===== config.mk =====
export PLATFORM = sky130hd
export DESIGN_NAME = rpn_stack
export DESIGN_NICKNAME = d
export VERILOG_FILES = /design/src/rtl/rpn_pkg.sv /design/src/rtl/rpn_stack.sv
export SDC_FILE = /design/constraint.sdc
export NUM_CORES = 2
export LEC_CHECK = 0
export BUFFER_PORTS_ARGS = -buffer_cell sky130_fd_sc_hd__buf_2
export CAP_MARGIN = 5
export CORE_ASPECT_RATIO = 0.9
export CORE_MARGIN = 2
export CORE_UTILIZATION = 66
export CTS_CLUSTER_DIAMETER = 150
export CTS_CLUSTER_SIZE = 14
export DETAILED_ROUTE_END_ITERATION = 6
export GPL_TIMING_DRIVEN = 0
export PLACE_DENSITY_LB_ADDON = 0.08
export SLEW_MARGIN = 25
export SYNTH_ARGS = -nofsm -noshare
export SYNTH_HDL_FRONTEND = slang
export SYNTH_SLANG_ARGS = --single-unit

===== constraint.sdc =====
create_clock -name clk_i -period 13.04 [get_ports clk_i]
set_clock_uncertainty 0.15 [all_clocks]
set_input_delay 3.26 -clock clk_i [delete_from_list [all_inputs] [get_ports clk_i]]
set_output_delay 3.26 -clock clk_i [all_outputs]
set_load 0.005 [all_outputs]

===== src/rtl/rpn_pkg.sv =====
// ----------------------------------------------------------------------------
// rpn_pkg
// Shared types and constants of the postfix expression evaluator: command and
// status codes, field widths and the request bundle of the arithmetic unit.
// ----------------------------------------------------------------------------
package rpn_pkg;

  // Field widths
  localparam int unsigned CMD_W     = 3;
  localparam int unsigned DATA_W    = 32;
  localparam int unsigned STATUS_W  = 3;
  localparam int unsigned COUNT_W   = 8;

  // Stream word widths, rounded up to whole bytes
  localparam int unsigned IN_W      = CMD_W + DATA_W;
  localparam int unsigned IN_TW     = ((IN_W + 7) / 8) * 8;
  localparam int unsigned OUT_W     = STATUS_W + DATA_W + COUNT_W;
  localparam int unsigned OUT_TW    = ((OUT_W + 7) / 8) * 8;

  // Iteration counter of the shared unit
  localparam int unsigned LOOP_W    = $clog2(DATA_W);

  // Default stack depth
  localparam int unsigned STACK_DEPTH_DEF = 128;

  typedef enum logic [CMD_W-1:0] {
    CMD_PUSH   = 3'd0,
    CMD_ADD    = 3'd1,
    CMD_SUB    = 3'd2,
    CMD_MUL    = 3'd3,
    CMD_DIV    = 3'd4,
    CMD_FINISH = 3'd5
  } cmd_e;

  typedef enum logic [STATUS_W-1:0] {
    ST_OK      = 3'd0,
    ST_FEW     = 3'd1,
    ST_DIVZERO = 3'd2,
    ST_FULL    = 3'd3,
    ST_COUNT   = 3'd4
  } status_e;

  // Start request to the arithmetic unit
  typedef struct packed {
    logic start;
    cmd_e op;
  } alu_req_t;

endpackage


===== src/rtl/rpn_stack.sv =====
// ----------------------------------------------------------------------------
// rpn_stack
// Operand stack storage: one write port, one read port with registered data.
// ----------------------------------------------------------------------------
module rpn_stack #(
  parameter int unsigned Depth = rpn_pkg::STACK_DEPTH_DEF,
  parameter int unsigned AddrW = $clog2(Depth)
) (
  input  logic                      clk_i,
  input  logic                      wr_en_i,
  input  logic [AddrW-1:0]          wr_addr_i,
  input  logic [rpn_pkg::DATA_W-1:0] wr_data_i,
  input  logic                      rd_en_i,
  input  logic [AddrW-1:0]          rd_addr_i,
  output logic [rpn_pkg::DATA_W-1:0] rd_data_o
);

  logic [rpn_pkg::DATA_W-1:0] mem [Depth];
  logic [rpn_pkg::DATA_W-1:0] rd_data_q;

  // write port
  always_ff @(posedge clk_i) begin
    if (wr_en_i) begin
      mem[wr_addr_i] <= wr_data_i;
    end
  end

  // read port, registered
  always_ff @(posedge clk_i) begin
    if (rd_en_i) begin
      rd_data_q <= mem[rd_addr_i];
    end
  end

  assign rd_data_o = rd_data_q;

endmodule


==> results.py <==
metrics = {
    "synthesis": {
        "ys_warn_count": 0,
        "synth-compound-area-share": 0,
        "synth_top_family_by_area": "multiplexers",
        "synth-simple-area-share": 0.004450,
        "syn_area_um2": 156600,
        "avgSynthCellArea_um2": 26.14,
        "ys_types": 16,
        "seq_area_frac_synth": 0.7916,
        "synthCells": 5990,
        "synth_xor_xnor_area_share": 0,
        "synthMuxAreaShare": 0.1956,
        "ys_ff_latch": 4128,
        "synth_fp_nets": 6039,
        "yosys.area_share.adder": 0,
    },
    "global_route": {
        "overflow": 0,
        "grt_first_pass_wirelength_um": 583500,
        "grt_pass1_vias": 73009,
        "grt_max_degree": 100,
        "antenna_found_initial": 63,
        "grt_usage": 0.3596,
    },
    "clocking": {
        "cts_setup_buffers": 0,
        "cts.sinks": 4128,
        "htreeDepth": 5,
        "clock_path_buffers": 4,
        "clk_latency_ns": 0.91,
        "cts_tree": "done",
        "clockRootBuffer": "clkbuf_16",
        "cts_resized": 0,
        "clkTransAtPathRegs_ns": 0.07,
        "hold_buffers": 0,
        "numCtsBuffers": 336,
    },
    "detailed_routing": {
        "wl_per_cell_um": 42.70,
        "via_per_inst": 7.466,
        "drc": 0,
        "wirelength_um": 423800,
        "ant_nets": 0,
        "dr.first_iter.drc_count": 13300,
        "via_count": 74106,
        "drt_pre_antenna_iters": 7,
    },
    "power": {
        "powerDensity_nw_per_um2": 142.7,
        "leakagePower_nw": 54.16,
        "power_mw": 25.29,
        "ir_drop_uv": 128.1,
    },
    "setup_path": {
        "max_stage_delay_ns": 0.71,
        "startpoint_type": "input pin",
        "cpMostUsedCell": "mux4_2",
        "critical_path_class": "in2reg",
        "cp.required_ns": 13.54,
        "crit_chain": "clkbuf_1, buf_2, clkbuf_2, buf_16, buf_1, mux4_2, mux4_2, mux4_2, mux2_2",
        "r2r_cells": 4,
        "crit_slowest_cell": "mux4_2",
        "worst_setup_path_end_kind": "flip-flop",
        "crit_arrival_ns": 7.93,
        "crit_fanout": 10,
    },
    "placement": {
        "gp_congestion": 0.9629,
        "place_ws_ns": 4.900,
        "io_buffer_count": 69,
        "place.detailed.hpwl_um": 277400,
        "postPlaceCellArea_um2": 168200,
        "dpl.cell_count": 9487,
    },
    "sta": {
        "relSlewSlack": 0.1889,
        "fin_tns_setup_ns": 0,
        "setup_ws_ns": 5.610,
        "hold_slack_ns": 1.106,
        "rsz0062_at_grt": "false",
        "fmax_ghz": 0.1346,
        "setup-violations-final": 0,
        "period_share": 0.5698,
        "finalCriticalPeriod_ns": 7.430,
        "finalMaxSlewViolations": 0,
        "hold_viol_final": 0,
        "worstMarginPinSlew_ns": 1.212,
    },
    "finish": {
        "final_cell_count_no_fill": 9926,
        "area_delta_synth_final_pct": 13.19,
        "nets": 6716,
        "final_layout_size_suffix_gt1_frac": 0.3526,
        "final_area_um2": 177300,
        "fillerInstances": 11862,
        "fin_util": 0.7518,
    },
    "worst_hold_path": {
        "holdPathStages": 4,
        "worst_hold_path_type": "reg2reg",
    },
    "floorplanning": {
        "core_um2": 235800,
        "row_count": 169,
        "die_h_um": 466.1,
        "dieArea_um2": 241200,
        "die_x_um": 517.5,
        "ios": 81,
        "initial_utilization": 0.6642,
    },
    "outcome": {
        "outcome": "complete, no violations",
    },
    "flow_run": {
        "drv_cap": 0,
    },
}
power breakdown:
part / internal (mW) / total [mW] / switching (mW) / leakage, nW
Sequential: 14.7 / 14.7 / 0.0178 / 37.1
Clock: 4.70 / 9.05 / 4.35 / 4.34
Combinational: 0.572 / 1.56 / 0.992 / 12.7
Total: 19.9 / 25.3 / 5.36 / 54.2
worst max-delay path: cells and delay by family:
family                 cells  cell delay [ns]
buffers and inverters      5             2.44
multiplexers               4             2.14
layout make-up:
type / instances / area [µm²] / share of cell area
tap: 3163 / 3958 / 0.02233
timing repair buffer: 339 / 6665 / 0.03760
sequential: 4128 / 124000 / 0.6993
clock buffer: 347 / 8683 / 0.04899
clock inverter: 12 / 130.1 / 0.0007341
antenna: 75 / 187.7 / 0.001059
multi-input combinational: 1546 / 32270 / 0.1820
buffer: 316 / 1401 / 0.007906
cell usage in the layout (no fill, tap or decap), drive strengths merged:
master	count
buf	453
clkbuf	549
clkinv	5
diode	75
edfxtp	4128
inv	7
mux2	32
mux4	1344
nand2	14
nand2b	2
nand3	12
nand4	3
nor2	122
nor2b	7
nor3	9
or3	1
Yosys cell counts (all sizes together):
library cell     n  area (µm²)
buf            134       628.1
clkbuf         182       683.2
edfxtp        4128      124000
mux2            32       360.4
mux4          1344       30270
nand2           14       52.55
nand2b           2       12.51
nand3           12       60.06
nand4            3       18.77
nor2           122       457.9
nor2b            7       43.79
nor3             9       45.04
or3              1       6.260
layer usage:
metal | up-vias | track usage | wire [µm]
met4 | 20 | 0.1251 | 16500
met2 | 5829 | 0.5281 | 195900
met5 | - | 0.01370 | 707
met3 | 782 | 0.1275 | 63020
li1 | 27616 | - | -
met1 | 39859 | 0.5129 | 147700
sequential cells by signal, summed over array words and instances, names as in the netlist:
| signal | count |
|---|---|
| rd_data_o | 32 |
| mem | 4096 |
logic make-up after synthesis:
kind of cell           count (synthesis)
DFF                                 4128
muxes                               1376
and+or+nand+nor                      170
buffers and inverters                316
final timing paths:
check | to | slack [ns] | startpoint
setup / recovery | rd_data_o[18] | 5.61 | rd_addr_i[2]
hold / removal | rd_data_o[13] | 1.11 | mem[76][13]
setup reg to reg | rd_data_o[18] | 10.03 | mem[37][18]
hold reg to reg | rd_data_o[13] | 1.11 | mem[76][13]
Power figures use the tool's default switching activity.
