==> src/rtl/rpn_pkg.sv <==
// ----------------------------------------------------------------------------
// rpn_pkg
// Shared types and constants of the postfix expression evaluator: command and
// status codes, field widths and the request bundle of the arithmetic unit.
// ----------------------------------------------------------------------------
package rpn_pkg;

  // Field widths
  localparam int unsigned CMD_W     = 3;
  localparam int unsigned DATA_W    = 32;
  localparam int unsigned STATUS_W  = 3;
  localparam int unsigned COUNT_W   = 8;

  // Stream word widths, rounded up to whole bytes
  localparam int unsigned IN_W      = CMD_W + DATA_W;
  localparam int unsigned IN_TW     = ((IN_W + 7) / 8) * 8;
  localparam int unsigned OUT_W     = STATUS_W + DATA_W + COUNT_W;
  localparam int unsigned OUT_TW    = ((OUT_W + 7) / 8) * 8;

  // Iteration counter of the shared unit
  localparam int unsigned LOOP_W    = $clog2(DATA_W);

  // Default stack depth
  localparam int unsigned STACK_DEPTH_DEF = 128;

  typedef enum logic [CMD_W-1:0] {
    CMD_PUSH   = 3'd0,
    CMD_ADD    = 3'd1,
    CMD_SUB    = 3'd2,
    CMD_MUL    = 3'd3,
    CMD_DIV    = 3'd4,
    CMD_FINISH = 3'd5
  } cmd_e;

  typedef enum logic [STATUS_W-1:0] {
    ST_OK      = 3'd0,
    ST_FEW     = 3'd1,
    ST_DIVZERO = 3'd2,
    ST_FULL    = 3'd3,
    ST_COUNT   = 3'd4
  } status_e;

  // Start request to the arithmetic unit
  typedef struct packed {
    logic start;
    cmd_e op;
  } alu_req_t;

endpackage

==> src/rtl/rpn_alu.sv <==
// ----------------------------------------------------------------------------
// rpn_alu
// Iterative arithmetic unit built around one shared 32-bit adder. Add and
// subtract take one pass, multiply is shift-and-add over 32 passes, divide is
// restoring division on magnitudes with sign fix-up before and after.
// ----------------------------------------------------------------------------
module rpn_alu (
  input  logic                       clk_i,
  input  logic                       rst_ni,
  input  rpn_pkg::alu_req_t          req_i,
  input  logic [rpn_pkg::DATA_W-1:0] a_i,
  input  logic [rpn_pkg::DATA_W-1:0] b_i,
  output logic                       done_o,
  output logic [rpn_pkg::DATA_W-1:0] result_o
);

  localparam int unsigned W = rpn_pkg::DATA_W;

  typedef enum logic [5:0] {
    A_IDLE   = 6'b000001,
    A_ADDSUB = 6'b000010,
    A_NEGA   = 6'b000100,
    A_NEGB   = 6'b001000,
    A_LOOP   = 6'b010000,
    A_FIX    = 6'b100000
  } alu_state_e;

  alu_state_e state_q, state_d;
  logic       done_q, done_d;

  logic [W-1:0]              opa_q, opb_q, acc_q, res_q;
  logic [rpn_pkg::LOOP_W-1:0] cnt_q;
  logic                      neg_q;
  rpn_pkg::cmd_e             op_q;

  logic [W-1:0] add_x, add_y;
  logic         add_sub;
  logic [W:0]   add_sum;
  logic         last_iter;

  // shared adder operand select
  always_comb begin
    add_x   = '0;
    add_y   = '0;
    add_sub = 1'b0;
    unique case (state_q)
      A_ADDSUB: begin
        add_x   = opa_q;
        add_y   = opb_q;
        add_sub = (op_q == rpn_pkg::CMD_SUB);
      end
      A_NEGA: begin
        add_y   = opa_q;
        add_sub = 1'b1;
      end
      A_NEGB: begin
        add_y   = opb_q;
        add_sub = 1'b1;
      end
      A_LOOP: begin
        if (op_q == rpn_pkg::CMD_MUL) begin
          add_x = acc_q;
          add_y = opb_q[0] ? opa_q : '0;
        end else begin
          // trial subtract of divisor from shifted remainder
          add_x   = {acc_q[W-2:0], opa_q[W-1]};
          add_y   = opb_q;
          add_sub = 1'b1;
        end
      end
      A_FIX: begin
        add_y   = opa_q;
        add_sub = 1'b1;
      end
      default: begin
      end
    endcase
  end

  // carry out set on subtract means no borrow
  assign add_sum   = {1'b0, add_x} + {1'b0, add_y ^ {W{add_sub}}} + {{W{1'b0}}, add_sub};
  assign last_iter = (cnt_q == rpn_pkg::LOOP_W'(W - 1));

  // sequencer
  always_comb begin
    state_d = state_q;
    done_d  = 1'b0;
    unique case (state_q)
      A_IDLE: begin
        if (req_i.start) begin
          unique case (req_i.op)
            rpn_pkg::CMD_DIV: state_d = A_NEGA;
            rpn_pkg::CMD_MUL: state_d = A_LOOP;
            default:          state_d = A_ADDSUB;
          endcase
        end
      end
      A_ADDSUB: begin
        done_d  = 1'b1;
        state_d = A_IDLE;
      end
      A_NEGA: state_d = A_NEGB;
      A_NEGB: state_d = A_LOOP;
      A_LOOP: begin
        if (last_iter) begin
          if (op_q == rpn_pkg::CMD_MUL) begin
            done_d  = 1'b1;
            state_d = A_IDLE;
          end else begin
            state_d = A_FIX;
          end
        end
      end
      A_FIX: begin
        done_d  = 1'b1;
        state_d = A_IDLE;
      end
      default: state_d = A_IDLE;
    endcase
  end

  always_ff @(posedge clk_i or negedge rst_ni) begin
    if (!rst_ni) begin
      state_q <= A_IDLE;
      done_q  <= 1'b0;
    end else begin
      state_q <= state_d;
      done_q  <= done_d;
    end
  end

  // datapath
  always_ff @(posedge clk_i) begin
    unique case (state_q)
      A_IDLE: begin
        if (req_i.start) begin
          opa_q <= a_i;
          opb_q <= b_i;
          op_q  <= req_i.op;
          acc_q <= '0;
          cnt_q <= '0;
          neg_q <= a_i[W-1] ^ b_i[W-1];
        end
      end
      A_ADDSUB: res_q <= add_sum[W-1:0];
      A_NEGA: begin
        if (opa_q[W-1]) begin
          opa_q <= add_sum[W-1:0];
        end
      end
      A_NEGB: begin
        if (opb_q[W-1]) begin
          opb_q <= add_sum[W-1:0];
        end
      end
      A_LOOP: begin
        cnt_q <= cnt_q + rpn_pkg::LOOP_W'(1);
        if (op_q == rpn_pkg::CMD_MUL) begin
          acc_q <= add_sum[W-1:0];
          opa_q <= {opa_q[W-2:0], 1'b0};
          opb_q <= {1'b0, opb_q[W-1:1]};
          if (last_iter) begin
            res_q <= add_sum[W-1:0];
          end
        end else begin
          acc_q <= add_sum[W] ? add_sum[W-1:0] : add_x;
          opa_q <= {opa_q[W-2:0], add_sum[W]};
        end
      end
      A_FIX: res_q <= neg_q ? add_sum[W-1:0] : opa_q;
      default: begin
      end
    endcase
  end

  assign done_o   = done_q;
  assign result_o = res_q;

endmodule

==> config.mk <==
export PLATFORM = sky130hd
export DESIGN_NAME = rpn_alu
export DESIGN_NICKNAME = d
export VERILOG_FILES = /design/src/rtl/rpn_pkg.sv /design/src/rtl/rpn_alu.sv
export SDC_FILE = /design/constraint.sdc
export NUM_CORES = 1
export LEC_CHECK = 0
export ABC_AREA = 1
export BUFFER_PORTS_ARGS = -buffer_cell sky130_fd_sc_hd__buf_2
export CAP_MARGIN = 15
export CORE_UTILIZATION = 31
export DETAILED_ROUTE_END_ITERATION = 8
export PLACE_DENSITY = 0.58
export SLEW_MARGIN = 30
export SYNTH_ARGS = -nofsm -noshare
export SYNTH_HDL_FRONTEND = slang
export SYNTH_SLANG_ARGS = --single-unit
==> constraint.sdc <==
create_clock -name clk_i -period 4.8 [get_ports clk_i]
set_input_delay 0.96 -clock clk_i [delete_from_list [all_inputs] [get_ports clk_i]]
set_output_delay 0.96 -clock clk_i [all_outputs]
set_load 0.05 [all_outputs]
==> results.toml <==
[logic_synthesis]
syn_avg_cell_area_sq_um = 8.03
synth_area_leaders = "edfxtp_1 (41%), nand2_1 (11%), inv_1 (6.4%)"
yosysTopAreaCell = "edfxtp_1"
yosysSeqAreaShare_pct = 42.8
synthFlopType = "edfxtp_1"
synthArstFlopShare_pct = 4.86
synthXorXnorAreaFrac_pct = 4.84
synth-simple-area-share_pct = 22.6
ys_warn_count = 0
synth_top_family_by_area = "simple AND/OR/NAND/NOR gates"
syn_nets = 1353
netlist_area_sq_mm = 0.0100
ys_ff_latch = 144
synth_cell_types = 48
synth-compound-area-share_pct = 16.8
synth_top_area_share_pct = 41.0
synth-edff-count = 137
syn-instance-count = 1249
synthAdderAreaFrac_pct = 4.32
synthMuxAreaShare_pct = 0

[placement]
gp_congestion = 0.924
place_ws_ps = 429
portBuffers = 102
placed_area_sq_mm = 0.0111
post-dp-hpwl_um = 26600

[floorplan]
fp.coreArea_sq_mm = 0.0317
die_w_um = 182
fp-row-count = 65
die-area_sq_mm = 0.0331
ios = 103
die_h_um = 182
start_util_pct = 31.6

[global_routing]
gr-usage-met2_pct = 32.0
grt_pass1_vias = 9163
top_usage_layer = "met2"
grt_max_degree = 56
grtUsageTotal_pct = 21.6
antenna_found_initial = 1
met1_usage_pct = 31.0
use_met3_pct = 4.37
grt_pass1_wl_um = 53800
grt-ovfl-total = 0

[final_layout]
area_growth_pct = 17.1
final_area_sq_mm = 0.0117
final_nets = 1450
nFillCells = 3305
final_common_cell = "nand2_1"
antennaDiodeCount = 0
multi_input_area_sq_mm = 0.00491
layout_common_cells = "nand2_1 (281), inv_1 (169), edfxtp_1 (137)"
seq_area_sq_mm = 0.00429
layout-drive-gt1-share_pct = 15.9

[clocking]
clkTransAtPathRegs_ps = 60
worstSkewPairLatency_ps = 440
cts-htree-levels = 4
cts-hold-fix-buffers = 0
cts_sinks = 144
cts_setup_buffers = 0
cts-root-buf = "clkbuf_16"
clock_path_buffers = 2
cts_tree = "yes"
cts-buffers-inserted = 17

[timing]
period_needed_ps = 4350
setup_viol = 0
max_slew.worst_pin.slew_ps = 813
slew_headroom_pct = 45.8
setup_tns_ps = 0
rsz0062_at_grt = "no"
final-max-slew-violation-count = 0
timing.final.crit_share_pct = 90.7
finalWorstSetupSlack_ps = 447
skew_ps = 14.6
hold_viol_final = 0
max_freq_mhz = 230

[setup_path]
crit_required_ps = 4990
cp_max_fo = 31
path_cells = "nor2_2 > nand3_2 > inv_1 > nand2_1 > nand2_1 > nor2_1 > clkinv_1 > buf_6 > xor2_1 > fa_1 > nand2_1 > nand2_1 > o21ai_2 > o21ai_2 > a21oi_2 > o21ai_2 > nand2_1 > o21ai_0 > xnor2_1 > nand2_1 > o21ai_0 > inv_1"
cpMostUsedCell = "nand2_1"
cp-end-kind = "register"
startpoint_type = "register"
slowest_stage = "xnor2_1"
crit_path_max_incr_delay_ps = 570
crit_type = "reg2reg"
arrival_ps = 4550

[route]
dr.pass1.iters = 8
wirelength_um = 35400
vias_per_cell = 5.39
drt_iter0_markers = 939
wl_per_cell_um = 20.1
num_vias = 9484
route.detailed.drc = 0
final_antenna_net_count = 0

[min_path]
worstHoldPathType = "in2async"

[pwr]
power_uw = 6120
vdd_drop_max_mv = 0.209
leakagePower_uw = 0.00530
power_density_mw_per_mm2 = 521

[run_status]
status = "complete, no violations"

[flow_run]
cap_violations = 0
[area by class of cell]
class,instances,area share [%]
Inverter,176,5.62
Clock inverter,14,1.61
Multi-Input combinational cell,877,41.8
Clock buffer,18,3.65
Tap cell,402,4.28
Timing Repair Buffer,130,6.52
Sequential cell,144,36.5
[Yosys cell counts (3+ instances only)]
cell type and n:
a211oi_1 3, a21oi_1 50, a21oi_2 3, buf_1 5, buf_2 10, clkbuf_1 37, clkinv_1 4, dfrtp_1 6
edfxtp_1 137, ha_1 33, inv_1 170, nand2_1 282, nand2_2 21, nand2_4 6, nand3_1 95, nand3_2 3
nor2_1 94, nor3_1 9, o211ai_1 21, o21a_1 6, o21ai_0 89, o21ai_1 10, o21ai_2 4, o21bai_1 3
o221ai_1 52, o22ai_1 16, xnor2_1 8, xor2_1 40, xor2_2 4
[flip-flops by register name, summed over array words and instances, names as in the netlist]
register,flops
acc_q,32
done_o,1
opa_q,32
op_q,3
opb_q,32
cnt_q,5
result_o,32
state_q,6
neg_q,1
[worst max-delay path, delay by kind of cell, from the launching register on]
| kind | cells | cell delay (ps) |
|---|---|---|
| adder cells (fa/ha/maj) | 1 | 450 |
| buffers and inverters | 4 | 600 |
| XOR/XNOR | 2 | 750 |
| flip-flops | 1 | 420 |
| AND/OR/NAND/NOR | 9 | 1060 |
| AO/OA/AOI/OAI | 6 | 790 |
[cell families (layout without fill, tap and decap cells)]
| kind of cell | Yosys count | count (layout) |
|---|---|---|
| fa+ha+maj | 34 | 34 |
| compound gates | 266 | 266 |
| buf+inv | 228 | 338 |
| xor+xnor | 52 | 52 |
| flops | 144 | 144 |
| simple gates | 525 | 525 |
[where the power goes]
group          switching (uW)  internal (uW)  leakage (uW)
Combinational            1900            666       0.00362
Sequential                171           1940       0.00138
Clock                     569            870      0.000298
Total                    2640           3480       0.00530
[final timing paths]
check,cells past startpoint,startpoint,slack [ps],end
max,22,state_q[3],450,result_o[24]
min reg2reg,2,opb_q[16],570,opb_q[15]
max in group asynchronous,1,rst_ni,4220,state_q[0]
max reg2reg,22,state_q[3],450,result_o[24]
min in group clk_i,2,opb_q[16],570,opb_q[15]
min,1,rst_ni,350,state_q[1]
[metrics by stage]
step / std cells / hold WS [ps] / util, %
after floorplan: 1249 / 525 / -
after CTS: 1761 / 343 / 37.0
after detailed placement: 1729 / 554 / 35.1
after global routing: 1761 / 354 / 37.0
after global placement: 1728 / 545 / 35.0
final: 1761 / 350 / 37.0
[what timing repair did]
action,in CTS,in global routing
setup endpoints to repair,0,1
resized for setup,0,1
endpoints found under the hold margin,0,0
[per-layer routing]
layer | up-vias | share of wire [%]
met5 | - | 0
met4 | 0 | 2.5
met3 | 48 | 8.9
met2 | 436 | 43
met1 | 4537 | 46
li1 | 4463 | -
No activity file was read; power rests on OpenSTA's default activity.
